**src/hw/rtl/pwm_pkg.sv**
```systemverilog
// Shared types, constants and coefficient table of the prolate window multiplier.
package pwm_pkg;

    // Fixed-point layout of the polynomial.
    localparam int COEF_FRAC_BITS = 30;
    localparam int SRC_FRAC_BITS  = 40;
    localparam int COEF_SHIFT     = SRC_FRAC_BITS - COEF_FRAC_BITS;
    localparam int NUM_COEF       = 11;
    localparam int COEF_IDX_BITS  = 4;
    localparam int ACC_BITS       = 32;

    // Shared multiplier.
    localparam int MUL_BITS  = 32;
    localparam int PROD_BITS = 2 * MUL_BITS;

    // Configuration port.
    localparam int CFG_INDEX_BITS = 3;
    localparam int CFG_DATA_BITS  = 32;
    localparam int LENGTH_BITS    = 17;
    localparam int GAIN_BITS      = 31;
    localparam int WINDOW_BITS    = 31;

    localparam logic [CFG_INDEX_BITS-1:0] REG_WINDOW_LENGTH  = 3'd0;
    localparam logic [CFG_INDEX_BITS-1:0] REG_INVERSE_LENGTH = 3'd1;
    localparam logic [CFG_INDEX_BITS-1:0] REG_WINDOW_GAIN    = 3'd2;
    localparam logic [CFG_INDEX_BITS-1:0] REG_WINDOW_ONLY    = 3'd3;

    localparam logic [LENGTH_BITS-1:0] RESET_WINDOW_LENGTH  = 17'd1024;
    localparam logic [31:0]            RESET_INVERSE_LENGTH = 32'd4194304;
    localparam logic [GAIN_BITS-1:0]   RESET_WINDOW_GAIN    = 31'd47453133;

    // Datapath operations, one per controller step.
    typedef enum logic [3:0] {
        OP_NONE,
        OP_ACCEPT,
        OP_POS_MUL,
        OP_ABS,
        OP_SQ_MUL,
        OP_U,
        OP_H_MUL,
        OP_H_ADD,
        OP_GAIN_MUL,
        OP_W_SAT,
        OP_S_MUL,
        OP_RESULT
    } pwm_op_t;

    typedef struct packed {
        pwm_op_t                  op;
        logic [COEF_IDX_BITS-1:0] coef_index;
    } pwm_cmd_t;

    typedef struct packed {
        logic window_only;
        logic out_busy;
    } pwm_status_t;

    // Polynomial coefficients, highest power first, held in Q.40 and
    // rounded half up to Q.COEF_FRAC_BITS.
    function automatic logic [ACC_BITS-1:0] coef_at(logic [COEF_IDX_BITS-1:0] k);
        logic [63:0] src;
        logic [63:0] res;
        case (k)
            4'd0:    src = 64'd59;
            4'd1:    src = 64'd2491;
            4'd2:    src = 64'd85844;
            4'd3:    src = 64'd2350031;
            4'd4:    src = 64'd49582309;
            4'd5:    src = 64'd775144232;
            4'd6:    src = 64'd8511615643;
            4'd7:    src = 64'd60781692674;
            4'd8:    src = 64'd250180173501;
            4'd9:    src = 64'd477560827929;
            4'd10:   src = 64'd251810723190;
            default: src = 64'd0;
        endcase
        res = (src + (64'd1 << (COEF_SHIFT - 1))) >> COEF_SHIFT;
        return res[ACC_BITS-1:0];
    endfunction

endpackage

```
**src/hw/rtl/prolate_window_multiply.sv**
```systemverilog
// Top level of the prolate-spheroidal window multiplier.
//
//  Channel  Direction  Handshake             Payload
//  -------  ---------  --------------------  ----------------------------------------
//  in       sink       in_valid / in_ready   sample
//  out      source     out_valid / out_ready weighted_sample, window_value, frame_end
//  cfg      sink       cfg_valid / cfg_ready cfg_index, cfg_data
//
// Each item is worked through the sequencer's steps before the next one can be
// accepted, and its result is loaded into the output register at the end; in
// window-only mode the sample product step is skipped. The order is set by the
// single shared 32x32 multiplier, which does the position product, the
// square, ten Horner steps (each a multiply state and an add state), the gain
// and the sample product in turn.
// Reset is asynchronous and active low; it loads every configuration register
// with its default value and clears the frame position and the output valid flag.
// A result waiting in the output register does not block the next input
// item; only the hand-over of the following result waits for out_ready.
// The configuration port is always ready and must only be written while no
// item is in flight.
module prolate_window_multiply #(
    parameter int MAX_LENGTH  = 65536,
    parameter int SAMPLE_BITS = 24
) (
    input  logic                               clk,
    input  logic                               rst_n,

    input  logic                               in_valid,
    output logic                               in_ready,
    input  logic signed [SAMPLE_BITS-1:0]      sample,

    output logic                               out_valid,
    input  logic                               out_ready,
    output logic signed [SAMPLE_BITS-1:0]      weighted_sample,
    output logic [pwm_pkg::WINDOW_BITS-1:0]    window_value,
    output logic                               frame_end,

    input  logic                               cfg_valid,
    output logic                               cfg_ready,
    input  logic [pwm_pkg::CFG_INDEX_BITS-1:0] cfg_index,
    input  logic [pwm_pkg::CFG_DATA_BITS-1:0]  cfg_data
);

    pwm_pkg::pwm_cmd_t    cmd;
    pwm_pkg::pwm_status_t status;

    // Register writes are taken as they arrive, so the port never stalls.
    assign cfg_ready = 1'b1;

    // The sequencer walks each item through the arithmetic steps.
    pwm_ctrl u_ctrl (
        .clk      (clk),
        .rst_n    (rst_n),
        .in_valid (in_valid),
        .in_ready (in_ready),
        .status   (status),
        .cmd      (cmd)
    );

    // The datapath holds the configuration, the frame counter, the shared
    // multiplier with its working registers, and the output register.
    pwm_datapath #(
        .SAMPLE_BITS (SAMPLE_BITS),
        .MAX_LENGTH  (MAX_LENGTH)
    ) u_datapath (
        .clk             (clk),
        .rst_n           (rst_n),
        .cmd             (cmd),
        .status          (status),
        .cfg_valid       (cfg_valid),
        .cfg_index       (cfg_index),
        .cfg_data        (cfg_data),
        .sample          (sample),
        .out_ready       (out_ready),
        .out_valid       (out_valid),
        .weighted_sample (weighted_sample),
        .window_value    (window_value),
        .frame_end       (frame_end)
    );

endmodule

```
**src/hw/rtl/pwm_ctrl.sv**
```systemverilog
// Sequencer that steps the shared-multiplier datapath through one item.
module pwm_ctrl (
    input  logic                 clk,
    input  logic                 rst_n,
    input  logic                 in_valid,
    output logic                 in_ready,
    input  pwm_pkg::pwm_status_t status,
    output pwm_pkg::pwm_cmd_t    cmd
);

    typedef enum logic [3:0] {
        ST_IDLE,
        ST_POS,
        ST_ABS,
        ST_SQ,
        ST_U,
        ST_HMUL,
        ST_HADD,
        ST_GAIN,
        ST_WSAT,
        ST_SMUL,
        ST_DONE
    } state_t;

    localparam logic [pwm_pkg::COEF_IDX_BITS-1:0] LAST_COEF =
        pwm_pkg::COEF_IDX_BITS'(pwm_pkg::NUM_COEF - 1);

    localparam logic [pwm_pkg::COEF_IDX_BITS-1:0] COEF_IDX_BITS_ONE =
        pwm_pkg::COEF_IDX_BITS'(1);

    state_t                             state_reg;
    logic [pwm_pkg::COEF_IDX_BITS-1:0]  k_reg;

    assign in_ready = (state_reg == ST_IDLE);

    always_comb
    begin
        cmd.coef_index = k_reg;
        case (state_reg)
            ST_IDLE: cmd.op = in_valid ? pwm_pkg::OP_ACCEPT : pwm_pkg::OP_NONE;
            ST_POS:  cmd.op = pwm_pkg::OP_POS_MUL;
            ST_ABS:  cmd.op = pwm_pkg::OP_ABS;
            ST_SQ:   cmd.op = pwm_pkg::OP_SQ_MUL;
            ST_U:    cmd.op = pwm_pkg::OP_U;
            ST_HMUL: cmd.op = pwm_pkg::OP_H_MUL;
            ST_HADD: cmd.op = pwm_pkg::OP_H_ADD;
            ST_GAIN: cmd.op = pwm_pkg::OP_GAIN_MUL;
            ST_WSAT: cmd.op = pwm_pkg::OP_W_SAT;
            ST_SMUL: cmd.op = pwm_pkg::OP_S_MUL;
            ST_DONE: cmd.op = status.out_busy ? pwm_pkg::OP_NONE : pwm_pkg::OP_RESULT;
            default: cmd.op = pwm_pkg::OP_NONE;
        endcase
    end

    always_ff @(posedge clk or negedge rst_n)
    begin
        if (!rst_n)
        begin
            state_reg <= ST_IDLE;
            k_reg     <= '0;
        end
        else
        begin
            case (state_reg)
                ST_IDLE:
                begin
                    if (in_valid)
                    begin
                        state_reg <= ST_POS;
                    end
                end
                ST_POS:  state_reg <= ST_ABS;
                ST_ABS:  state_reg <= ST_SQ;
                ST_SQ:   state_reg <= ST_U;
                ST_U:
                begin
                    k_reg     <= COEF_IDX_BITS_ONE;
                    state_reg <= ST_HMUL;
                end
                ST_HMUL: state_reg <= ST_HADD;
                ST_HADD:
                begin
                    if (k_reg == LAST_COEF)
                    begin
                        state_reg <= ST_GAIN;
                    end
                    else
                    begin
                        k_reg     <= k_reg + 1'b1;
                        state_reg <= ST_HMUL;
                    end
                end
                ST_GAIN: state_reg <= ST_WSAT;
                ST_WSAT: state_reg <= status.window_only ? ST_DONE : ST_SMUL;
                ST_SMUL: state_reg <= ST_DONE;
                ST_DONE:
                begin
                    if (!status.out_busy)
                    begin
                        state_reg <= ST_IDLE;
                    end
                end
                default: state_reg <= ST_IDLE;
            endcase
        end
    end

    // The Horner index only ever walks the coefficients after the first.
    assert property (@(posedge clk) disable iff (!rst_n)
        (state_reg == ST_HMUL || state_reg == ST_HADD)
            |-> (k_reg >= COEF_IDX_BITS_ONE && k_reg <= LAST_COEF))
        else $error("Horner index out of range");

    // Once an item is taken no second item may enter until it is finished.
    assert property (@(posedge clk) disable iff (!rst_n)
        (in_valid && in_ready) |=> (!in_ready && state_reg == ST_POS))
        else $error("input accepted while an item is in flight");

    // A finished item leaves the sequencer as soon as the output stage is free.
    assert property (@(posedge clk) disable iff (!rst_n)
        (state_reg == ST_DONE && !status.out_busy) |=> (state_reg == ST_IDLE))
        else $error("result not handed to the output stage");

endmodule

```
**src/hw/rtl/pwm_datapath.sv**
```systemverilog
// Datapath: configuration registers, frame counter, shared multiplier and output stage.
module pwm_datapath #(
    parameter int SAMPLE_BITS = 24,
    parameter int MAX_LENGTH  = 65536
) (
    input  logic                                 clk,
    input  logic                                 rst_n,
    input  pwm_pkg::pwm_cmd_t                    cmd,
    output pwm_pkg::pwm_status_t                 status,
    input  logic                                 cfg_valid,
    input  logic [pwm_pkg::CFG_INDEX_BITS-1:0]   cfg_index,
    input  logic [pwm_pkg::CFG_DATA_BITS-1:0]    cfg_data,
    input  logic signed [SAMPLE_BITS-1:0]        sample,
    input  logic                                 out_ready,
    output logic                                 out_valid,
    output logic signed [SAMPLE_BITS-1:0]        weighted_sample,
    output logic [pwm_pkg::WINDOW_BITS-1:0]      window_value,
    output logic                                 frame_end
);

    localparam int LEN_CMP_BITS = 21;
    localparam int POS_BITS     = (MAX_LENGTH > 131072) ? 17 : $clog2(MAX_LENGTH);
    localparam logic [LEN_CMP_BITS-1:0] LEN_CAP = LEN_CMP_BITS'(MAX_LENGTH);
    localparam int WO_SHIFT = 32 - SAMPLE_BITS;
    localparam int WO_RND   = (WO_SHIFT == 0) ? 0 : (1 << (WO_SHIFT - 1));
    localparam logic [33:0] MAX_POS = 34'((64'd1 << (SAMPLE_BITS - 1)) - 64'd1);
    localparam logic [33:0] MAX_NEG = 34'(64'd1 << (SAMPLE_BITS - 1));
    localparam logic [pwm_pkg::WINDOW_BITS-1:0] ONE_Q30 = 31'h4000_0000;
    localparam logic [63:0] TWO_Q32 = 64'h2_0000_0000;
    localparam logic [63:0] ONE_Q32 = 64'h1_0000_0000;

    // Configuration registers.
    logic [pwm_pkg::LENGTH_BITS-1:0] window_length_reg;
    logic [31:0]                     inverse_length_reg;
    logic [pwm_pkg::GAIN_BITS-1:0]   window_gain_reg;
    logic                            window_only_reg;

    // Frame and item registers.
    logic [POS_BITS-1:0]             frame_pos_reg;
    logic [POS_BITS-1:0]             work_pos_reg;
    logic [SAMPLE_BITS-1:0]          sample_reg;
    logic                            last_reg;

    // Arithmetic registers.
    logic [pwm_pkg::PROD_BITS-1:0]   prod_reg;
    logic [31:0]                     a_reg;
    logic                            a_sat_reg;
    logic [31:0]                     u_reg;
    logic [pwm_pkg::ACC_BITS-1:0]    acc_reg;
    logic [pwm_pkg::WINDOW_BITS-1:0] w30_reg;

    // Output stage.
    logic                            out_valid_reg;
    logic [SAMPLE_BITS-1:0]          ws_reg;
    logic [pwm_pkg::WINDOW_BITS-1:0] wv_reg;
    logic                            fe_reg;

    // Combinational values.
    logic [LEN_CMP_BITS-1:0]         len_eff;
    logic [LEN_CMP_BITS-1:0]         pos_plus1;
    logic                            last_next;
    logic [POS_BITS-1:0]             frame_pos_next;
    logic [POS_BITS:0]               pos_odd;
    logic [SAMPLE_BITS:0]            mag_wide;
    logic [pwm_pkg::MUL_BITS-1:0]    mul_a;
    logic [pwm_pkg::MUL_BITS-1:0]    mul_b;
    logic [pwm_pkg::PROD_BITS-1:0]   mul_product;
    logic [63:0]                     t_clamped;
    logic [63:0]                     a_full;
    logic [63:0]                     sum31;
    logic [63:0]                     sum29;
    logic [31:0]                     rnd32;
    logic [33:0]                     rnd30;
    logic [31:0]                     u_next;
    logic [pwm_pkg::ACC_BITS-1:0]    acc_next;
    logic [pwm_pkg::WINDOW_BITS-1:0] w30_next;
    logic [33:0]                     q_clamped;
    logic [33:0]                     q_negated;
    logic [34:0]                     wo_wide;
    logic [SAMPLE_BITS-1:0]          ws_next;

    assign status.window_only = window_only_reg;
    assign status.out_busy    = out_valid_reg && !out_ready;

    // Frame position bookkeeping at item acceptance.
    always_comb
    begin
        len_eff = ({4'b0, window_length_reg} > LEN_CAP) ? LEN_CAP : {4'b0, window_length_reg};
        pos_plus1 = LEN_CMP_BITS'(frame_pos_reg) + 1'b1;
        last_next = (len_eff <= LEN_CMP_BITS'(1)) || (pos_plus1 >= len_eff);
        frame_pos_next = last_next ? '0 : pos_plus1[POS_BITS-1:0];
    end

    // Operand selection for the shared 32x32 multiplier.
    always_comb
    begin
        pos_odd  = {work_pos_reg, 1'b1};
        mag_wide = sample_reg[SAMPLE_BITS-1]
                 ? ({1'b1, {SAMPLE_BITS{1'b0}}} - {1'b0, sample_reg})
                 : {1'b0, sample_reg};
        case (cmd.op)
            pwm_pkg::OP_POS_MUL:
            begin
                mul_a = pwm_pkg::MUL_BITS'(pos_odd);
                mul_b = inverse_length_reg;
            end
            pwm_pkg::OP_SQ_MUL:
            begin
                mul_a = a_reg;
                mul_b = a_reg;
            end
            pwm_pkg::OP_H_MUL:
            begin
                mul_a = acc_reg;
                mul_b = u_reg;
            end
            pwm_pkg::OP_GAIN_MUL:
            begin
                mul_a = acc_reg;
                mul_b = {1'b0, window_gain_reg};
            end
            pwm_pkg::OP_S_MUL:
            begin
                mul_a = pwm_pkg::MUL_BITS'(mag_wide);
                mul_b = {1'b0, w30_reg};
            end
            default:
            begin
                mul_a = '0;
                mul_b = '0;
            end
        endcase
        mul_product = mul_a * mul_b;
    end

    // Post-multiply arithmetic, working from the product register and the working registers.
    always_comb
    begin
        t_clamped = (prod_reg > TWO_Q32) ? TWO_Q32 : prod_reg;
        a_full    = (t_clamped >= ONE_Q32) ? (t_clamped - ONE_Q32) : (ONE_Q32 - t_clamped);

        sum31 = prod_reg + 64'h8000_0000;
        rnd32 = sum31[63:32];
        sum29 = prod_reg + 64'h2000_0000;
        rnd30 = sum29[63:30];

        // u = 1 - a^2, zero when a saturates, with the square rounding to zero giving all ones.
        if (a_sat_reg)
        begin
            u_next = '0;
        end
        else if (rnd32 == 32'd0)
        begin
            u_next = '1;
        end
        else
        begin
            u_next = 32'(33'h1_0000_0000 - {1'b0, rnd32});
        end

        acc_next = rnd32 + pwm_pkg::coef_at(cmd.coef_index);

        w30_next = (rnd30 > {3'b0, ONE_Q30}) ? ONE_Q30 : rnd30[pwm_pkg::WINDOW_BITS-1:0];

        // Sample product, saturated to the signed sample range; in window-only mode the rounded window instead.
        if (sample_reg[SAMPLE_BITS-1])
        begin
            q_clamped = (rnd30 > MAX_NEG) ? MAX_NEG : rnd30;
        end
        else
        begin
            q_clamped = (rnd30 > MAX_POS) ? MAX_POS : rnd30;
        end
        q_negated = 34'd0 - q_clamped;

        wo_wide = ({4'b0, w30_reg} + 35'(WO_RND)) >> WO_SHIFT;

        if (window_only_reg)
        begin
            ws_next = wo_wide[SAMPLE_BITS-1:0];
        end
        else if (sample_reg[SAMPLE_BITS-1])
        begin
            ws_next = q_negated[SAMPLE_BITS-1:0];
        end
        else
        begin
            ws_next = q_clamped[SAMPLE_BITS-1:0];
        end
    end

    // Control state: configuration, frame position, output valid.
    always_ff @(posedge clk or negedge rst_n)
    begin
        if (!rst_n)
        begin
            window_length_reg  <= pwm_pkg::RESET_WINDOW_LENGTH;
            inverse_length_reg <= pwm_pkg::RESET_INVERSE_LENGTH;
            window_gain_reg    <= pwm_pkg::RESET_WINDOW_GAIN;
            window_only_reg    <= 1'b0;
            frame_pos_reg      <= '0;
            out_valid_reg      <= 1'b0;
        end
        else
        begin
            if (cfg_valid)
            begin
                case (cfg_index)
                    pwm_pkg::REG_WINDOW_LENGTH:
                        window_length_reg <= cfg_data[pwm_pkg::LENGTH_BITS-1:0];
                    pwm_pkg::REG_INVERSE_LENGTH:
                        inverse_length_reg <= cfg_data;
                    pwm_pkg::REG_WINDOW_GAIN:
                        window_gain_reg <= cfg_data[pwm_pkg::GAIN_BITS-1:0];
                    pwm_pkg::REG_WINDOW_ONLY:
                        window_only_reg <= cfg_data[0];
                    default: ;
                endcase
            end
            if (cmd.op == pwm_pkg::OP_ACCEPT)
            begin
                frame_pos_reg <= frame_pos_next;
            end
            if (cmd.op == pwm_pkg::OP_RESULT)
            begin
                out_valid_reg <= 1'b1;
            end
            else if (out_ready)
            begin
                out_valid_reg <= 1'b0;
            end
        end
    end

    // Payload registers.
    always_ff @(posedge clk)
    begin
        case (cmd.op)
            pwm_pkg::OP_ACCEPT:
            begin
                sample_reg   <= sample;
                work_pos_reg <= frame_pos_reg;
                last_reg     <= last_next;
            end
            pwm_pkg::OP_POS_MUL,
            pwm_pkg::OP_SQ_MUL,
            pwm_pkg::OP_H_MUL,
            pwm_pkg::OP_GAIN_MUL,
            pwm_pkg::OP_S_MUL:
            begin
                prod_reg <= mul_product;
            end
            pwm_pkg::OP_ABS:
            begin
                a_reg     <= a_full[31:0];
                a_sat_reg <= (a_full[63:32] != 32'd0);
            end
            pwm_pkg::OP_U:
            begin
                u_reg   <= u_next;
                acc_reg <= pwm_pkg::coef_at('0);
            end
            pwm_pkg::OP_H_ADD:
            begin
                acc_reg <= acc_next;
            end
            pwm_pkg::OP_W_SAT:
            begin
                w30_reg <= w30_next;
            end
            pwm_pkg::OP_RESULT:
            begin
                ws_reg <= ws_next;
                wv_reg <= w30_reg;
                fe_reg <= last_reg;
            end
            default: ;
        endcase
    end

    assign out_valid       = out_valid_reg;
    assign weighted_sample = ws_reg;
    assign window_value    = wv_reg;
    assign frame_end       = fe_reg;

    // The window value never leaves the saturation bound.
    assert property (@(posedge clk) disable iff (!rst_n)
        out_valid_reg |-> (wv_reg <= ONE_Q30))
        else $error("window value above 1.0");

    // The frame counter stays below the length cap.
    assert property (@(posedge clk) disable iff (!rst_n)
        LEN_CMP_BITS'(frame_pos_reg) < LEN_CAP)
        else $error("frame position beyond the maximum length");

    // A result is only loaded into a free or draining output stage.
    assert property (@(posedge clk) disable iff (!rst_n)
        (cmd.op == pwm_pkg::OP_RESULT) |-> (!out_valid_reg || out_ready))
        else $error("output stage overwritten");

endmodule

```
**config.mk**
```make
export PLATFORM = sky130hd
export DESIGN_NAME = prolate_window_multiply
export DESIGN_NICKNAME = d
export VERILOG_FILES = /design/src/hw/rtl/pwm_pkg.sv /design/src/hw/rtl/prolate_window_multiply.sv /design/src/hw/rtl/pwm_ctrl.sv /design/src/hw/rtl/pwm_datapath.sv
export SDC_FILE = /design/constraint.sdc
export NUM_CORES = 2
export LEC_CHECK = 0
export ABC_CLOCK_PERIOD_IN_PS = 23700
export BUFFER_PORTS_ARGS = -buffer_cell sky130_fd_sc_hd__buf_4
export CORE_MARGIN = 3
export CORE_UTILIZATION = 55
export DETAILED_ROUTE_END_ITERATION = 10
export GPL_TIMING_DRIVEN = 0
export PLACE_DENSITY_LB_ADDON = 0.3
export SLEW_MARGIN = 20
export SYNTH_ARGS = -nofsm -noshare
export SYNTH_HDL_FRONTEND = slang
export SYNTH_SLANG_ARGS = --single-unit
```
**constraint.sdc**
```tcl
create_clock -name clk -period 23.7 [get_ports clk]
set_clock_uncertainty 0.2 [all_clocks]
set_input_delay 1.185 -clock clk [delete_from_list [all_inputs] [get_ports clk]]
set_output_delay 1.185 -clock clk [all_outputs]
set_load 0.01 [all_outputs]
```
Word-level counts from Yosys, hierarchy flattened
Memories as Yosys holds them, arrays and structs flattened.
Cells that the tools add are included.
{"block": "word_totals", "regBits": 395, "latch_bits": 0, "ramBits": 0, "romBits": 624, "inputBits": 64, "memories": 1}
{"block": "classes", "add_sub_neg": 12, "multipliers": 1, "div_mod_pow": 0, "n_lt_le_gt_ge": 8, "eq_ne": 28, "n_shift": 0, "n_mux": 26, "bitwise_logic": 0, "reduce_logical": 18}
{"name": "(name not given)", "depth": 16, "word_bits": 39, "rd": 1, "rd_ports_with_merged_regs": 0, "write_ports": 0, "line": "pwm_pkg.sv:63", "rtl": "case (k)"}
{"operator": "case mux 32 bit (5 select lines)", "n": 1}
{"operator": "2-to-1 mux 64 bit", "n": 2}
{"operator": "case mux 32 bit (4 select lines)", "n": 1}
{"operator": "2-to-1 mux 24 bit", "n": 5}
{"operator": "case mux 4 bit (11 select lines)", "n": 2}
{"operator": "adder 64 x 30 -> 64 bit, second input constant", "n": 1}
{"operator": "adder 64 x 32 -> 64 bit, second input constant", "n": 1}
{"operator": ">= comparator 64 x 33 -> 1 bit, second input constant", "n": 1}
{"operator": "greater-than comparator 64 x 34 -> 1 bit, second input constant", "n": 1}
{"operator": "multiplier 32 x 32 -> 64 bit", "n": 1}
{"operator": "case mux 32 bit (2 select lines)", "n": 1}
{"operator": "subtractor 33 x 64 -> 64 bit, first input constant", "n": 1}
{"operator": "subtractor 64 x 33 -> 64 bit, second input constant", "n": 1}
{"operator": "adder 42 x 10 -> 42 bit, second input constant", "n": 1}
{"operator": "greater-than comparator 34 x 23 -> 1 bit, second input constant", "n": 1}
{"operator": "greater-than comparator 34 x 24 -> 1 bit, second input constant", "n": 1}
{"operator": "greater-than comparator 34 x 31 -> 1 bit, second input constant", "n": 1}
{"operator": "adder 31 x 8 -> 32 bit, second input constant", "n": 1}
{"operator": "adder 32 bit", "n": 1}
{"operator": "equality test 4 x 3 -> 1 bit, second input constant", "n": 8}
{"operator": "equality test 4 bit, second input constant", "n": 8}
{"operator": "zero test 32 bit", "n": 1}
{"operator": "2-to-1 mux 32 bit", "n": 1}
{"operator": "nonzero test 32 bit", "n": 1}
{"operator": "other kinds (29)", "n": 49}

Logic depth before layout (Yosys ltp)
{"block": "depth", "word_depth": 8, "depth_mapped": 38, "ltp_nobuf": 37}

Modules after synthesis
From an unflattened synthesis, not the netlist that was laid out.
{"block": "unflattened", "cells_unflattened": 6090, "hier_area_um2": 55505.7}
{"mod": "pwm_datapath", "instances": 1, "cells_per_inst": 6026, "area_per_inst_um2": 54936.4, "seq_area_each_um2": 11149.4}
{"mod": "pwm_ctrl", "instances": 1, "cells_per_inst": 62, "area_per_inst_um2": 558.0, "seq_area_each_um2": 200.2}
{"mod": "prolate_window_multiply", "instances": 1, "cells_per_inst": 2, "area_per_inst_um2": 11.3, "seq_area_each_um2": 0.0}

Worst setup path after synthesis
OpenSTA, ideal clock, no wires.
{"block": "synth_path", "path_kind": "register -> register", "from": "register u_datapath.sample_reg[3]", "to": "register u_datapath.prod_reg[55] in the netlist's numbering (data pin)", "t_arrival_ns": 9.732, "t_required_ns": 23.240, "path_slack_ns": 13.508, "stages_incl_launch_ff": 37, "path_buffers": 1, "period_less_slack_ns": 10.192, "path_cell_list": "edfxtp_1 > nor4_1 > nand2_1 > or4_1 > nor4_1 > nand2_1 > or4_1 > o31ai_1 > xor2_1 > nor2_1 > a221oi_1 > clkbuf_1 > nor2_1 > fa_1 > inv_1 > fa_1 > fa_1 > fa_1 > inv_1 > fa_1 > fa_1 > fa_1 > inv_1 > fa_1 > inv_1 > ha_1 > and3_1 > nand2_1 > inv_1 > a221o_1 > a41oi_1 > o31a_1 > o31ai_1 > nand2_1 > o31ai_1 > a41oi_1 > xnor2_1"}
{"block": "synth_between", "elab_chain_len": 4}
{"item": "start, declared", "line": "pwm_datapath.sv:41", "rtl": "logic [SAMPLE_BITS-1:0] sample_reg;"}
{"item": "start signal, assigned", "line": "pwm_datapath.sv:241", "rtl": "sample_reg <= sample;"}
{"item": "subtractor 25 x 24 -> 25 bit", "line": "pwm_datapath.sv:99", "rtl": "? ({1'b1, {SAMPLE_BITS{1'b0}}} - {1'b0, sample_reg})"}
{"item": "2-to-1 mux 25 bit *", "line": "pwm_datapath.sv:99"}
{"item": "case mux 32 bit (4 select lines) *", "line": "pwm_datapath.sv:101", "rtl": "case (cmd.op)"}
{"item": "multiplier 32 x 32 -> 64 bit *", "line": "pwm_datapath.sv:133", "rtl": "mul_product = mul_a * mul_b;"}
{"item": "via u_datapath.mul_product, one bit", "line": "pwm_datapath.sv:67", "rtl": "logic [pwm_pkg::PROD_BITS-1:0] mul_product;"}
{"item": "end signal, assigned", "line": "pwm_datapath.sv:251", "rtl": "prod_reg <= mul_product;"}
{"item": "end, declared", "line": "pwm_datapath.sv:45", "rtl": "logic [pwm_pkg::PROD_BITS-1:0] prod_reg;"}
The timed path passes the listed nets; every way through them passes the cells marked *.
A chain may end at the register's enable or synchronous reset.

Final worst setup path
{"block": "layout_path", "from": "register u_ctrl.state_reg[0]", "to": "register u_datapath.prod_reg[63] in the netlist's numbering (data pin)"}
{"block": "layout_between", "elab_chain_len": 6, "elab_cells_between_ends": 21, "classes_between": "1 x mul; 15 x eq/ne; 3 x mux; 2 x reduce/logical"}
{"item": "start, declared", "line": "pwm_ctrl.sv:31", "rtl": "state_t state_reg;"}
{"item": "start signal, assigned", "line": "pwm_ctrl.sv:94", "rtl": "ST_WSAT: state_reg <= status.window_only ? ST_DONE : ST_SMUL;"}
{"item": "equality test 4 bit (tied with other cells)", "line": "pwm_ctrl.sv:39", "rtl": "case (state_reg)"}
{"item": "case mux 4 bit (11 select lines) *", "line": "pwm_ctrl.sv:39"}
{"item": "equality test 4 x 3 -> 1 bit or equality test 4 bit (tied branches)", "line": "pwm_datapath.sv:101"}
{"item": "OR reduction 2 bit (no line)"}
{"item": "case mux 32 bit (4 select lines)", "line": "pwm_datapath.sv:101"}
{"item": "multiplier 32 x 32 -> 64 bit *", "line": "pwm_datapath.sv:133"}
{"item": "via u_datapath.mul_product, one bit", "line": "pwm_datapath.sv:67"}
Marked as above.

==> flow_results.org <==
** Detailed routing
- Length of the first detailed-routing pass in iterations :: 7
- Avg WL per Cell :: 29.31 um
- Once detail routing completed, the nets flagged for antenna violations numbered 0.
- Via-to-Cell Ratio :: 6.205
- The routed layout has 46705 vias.
- Initial drt markers :: 5913
- In the routed design, unresolved DRC markers number 0.
- WL final :: 220600 um

** Yosys
- The Yosys step of the flow raised 0 warnings.
- The number of nets handed over by synthesis was 7289.
- The mapped netlist covers 0.05499 mm^2.
- For this run, the leading register cell type out of synthesis is edfxtp_1.
- Counting every instance in the synthesized netlist gives 5998.
- Counting distinct cell types in the post-synthesis netlist gives 90.
- Mean instance size in the synthesized netlist :: 9.169 um^2
- Synthesis inferred 395 register bits.
- Proportion of synthesized chip area in sequential cells :: 20.64%
- In this run, synthesis inferred 289 flip-flops with an integrated enable.
- In the synthesized netlist the async set-or-reset flop fraction comes to 26.84%.

** Floorplan
- Row generation in the floorplan step produced 115 rows.
- Overall die height :: 322.2 um
- The floorplan step defined a die boundary enclosing 0.1038 mm^2.
- Io pins :: 123
- The region available for standard cell placement spans 0.09871 mm^2.
- The die is 322.2 um wide.
- For this configuration, the core starts out at a cell density of 55.71%.

** Cells and area
- Fraction of final layout cells sized beyond drive strength 1 :: 6.502%
- From synthesis to final layout, the design area changed by 8.011%.
- Measured on the finished design, the core utilization comes to 60.18%.
- The register with the most flip-flops in the layout has 64 of them.
- The net count of the finished layout is 7490.
- Number of inserted filler cells in the final layout :: 8751

** STA
- Unrepaired setup endpoints after global routing :: false
- For the pin with the worst max-slew slack, the measured transition is 1.352 ns.
- Setup slack closes at 10.03 ns.
- Dividing the final minimum period by the clock period gives 57.66%.
- The total count of max-transition violations in the final report was 0.
- Timing would allow up to 0.07317 GHz.
- Max-slew headroom :: 9.889%
- Setup violations remaining at the end of the flow were counted as 0.
- The number of hold violations in the final report came to 0.
- For the final routed database, the setup TNS stands at 0 ns.
- Shortest clock period the worst path allows after layout :: 13.67 ns

** Job
- Across the run, the number of max-cap violations was 0.

** Setup path
- Longest individual stage delay on the worst path :: 0.85 ns
- The number of buffers and inverters on the critical path is 11.
- For the worst setup path, the data arrival time is 13.82 ns.
- Critical path data required time :: 23.86 ns
- Slowest cell on the critical path :: buf_1
- Worst Path Class, Setup :: reg -> reg
- Cell family with most CP delay :: adder cells
- The startpoint identified for the worst register-to-register timing path is u_ctrl.state_reg[0].
- The most numerous cell type found on the critical path is fa_1.
- Start point of the critical path :: u_ctrl.state_reg[0]
- Kind of end point of the critical path :: flop
- STA classifies the critical path startpoint as a flop.
- Maximum fanout along the worst path :: 10
- For flop-to-flop paths, the worst setup slack is 10.03 ns.

** Clock tree
- The clock drives 395 sinks.
- The clock reaches the later pin of the worst-skew pair after 0.59 ns.
- After clock tree synthesis, the clock-pin slew on the worst setup and hold paths is 0.07 ns.
- Clock tree from TritonCTS :: built
- After clock tree synthesis, the setup repair step added 0 buffers.
- CTS root buffer :: clkbuf_16
- The clock passes through at most 3 buffers.
- Deepest level of the CTS H-tree :: 2
- After clock tree synthesis, the flow added hold-fix buffers numbering 0.
- Post-CTS Resized :: 0
- In this run, CTS created clock tree buffers numbering 39.

** Global route
- Global routing finished with a remaining overflow of 0.
- Global-route wire length before repair :: 316400 um
- For this run, the total global-route usage over all layers was measured as 42.88%.
- The initial antenna violation count came to 9.
- Pin count of the biggest net entering global routing :: 107
- Number of global-route vias before repair :: 46034

** Place
- Detailed placement ended at an HPWL of 181500 um.
- The congestion estimate from routability-driven global placement came to 1.099.
- OpenSTA, run right after detailed placement, puts the worst setup slack at 10.37 ns.
- Number of input and output port buffers inserted :: 121

** Worst hold path
- Class of the tightest hold or removal check :: reg -> reg
- Hold path start :: u_datapath.inverse_length_reg[5]

** Status
- Outcome :: complete, no violations
-- layout make-up --
type	instances	area, um^2	share of cell area, %
Antenna cell	11	27.53	0.04634
Buffer	314	1255	2.113
Clock buffer	49	1064	1.790
Clock inverter	22	274.0	0.4613
Inverter	1070	4016	6.762
Multi-Input combinational cell	4219	38530	64.86
Sequential cell	395	11350	19.11
Tap cell	1287	1610	2.711
Timing Repair Buffer	160	1276	2.149
-- through the flow --
stage / hold slack, ns / std cells / cell area [um^2]
2_1_floorplan: 0.2003 / 5998 / 54990
3_3_place_gp: 0.2898 / 7406 / 57510
3_5_place_dp: 0.2969 / 7442 / 57990
4_1_cts: 0.3121 / 7513 / 59330
5_1_grt: 0.3284 / 7516 / 59370
6_report: 0.3143 / 7527 / 59400
-- routing by layer --
layer | wire length, um | GRT usage [%] | vias to the layer above
met5 | 0 | 0 | -
met4 | 13340 | 19.81 | 0
met3 | 31070 | 14.68 | 611
met2 | 89270 | 60.20 | 3140
met1 | 86920 | 60.03 | 23544
li1 | - | - | 19410
-- cell usage in the layout (no fill, tap or decap), types with 33 or more instances in the layout --
master     count
inv_1       1068
fa_1         897
nand2_1      763
nor2_1       749
ha_1         330
edfxtp_1     289
clkbuf_1     259
a21oi_1      174
xnor2_1      142
buf_4        141
xor2_1       118
o21ai_0      116
dfrtp_1       91
nand3_1       85
mux2_2        80
nor3_1        67
a21o_1        64
nand4_1       55
a22oi_1       41
clkbuf_16     39
nand2b_1      35
a222oi_1      33
o21a_1        33
-- synthesized netlist by cell type (all sizes together) (34+ instances only) --
master	n	area (um^2)
buf	46	227.7
nor3	71	355.3
a21o	64	480.5
and2	34	212.7
nand3	85	425.4
inv	1069	4013
dfrtp	91	2277
fa	897	17960
xnor2	142	1244
ha	330	4129
edfxtp	289	8678
mux2	80	900.9
xor2	118	1033
nand2	764	2875
nand2b	35	219.0
clkbuf	268	1007
nand4	57	386.6
o21ai	136	691.9
a21oi	176	892.1
a22oi	43	322.8
nor2	749	2811
-- cells by family after synthesis --
logic type / synth area share (%)
XOR/XNOR: 4.141
flip-flops: 20.64
AND/OR/NAND/NOR: 15.47
AO/OA/AOI/OAI: 8.207
other: 0.01366
buffers and inverters: 9.549
adder cells (fa/ha/maj): 40.16
multiplexers: 1.820
-- path summary, 6_finish.rpt --
path	depth (start not counted)	endpoint
setup / recovery	34	u_datapath.prod_reg[63]
hold / removal	1	u_datapath.inverse_length_reg[5]
setup reg to reg	34	u_datapath.prod_reg[63]
hold reg to reg	1	u_datapath.inverse_length_reg[5]
max in group asynchronous	1	u_datapath.frame_pos_reg[0]
min in group asynchronous	1	u_datapath.inverse_length_reg[23]
Power is not shown: default switching activity piles up to over one toggle a cycle in this logic, so the estimate is an artifact.
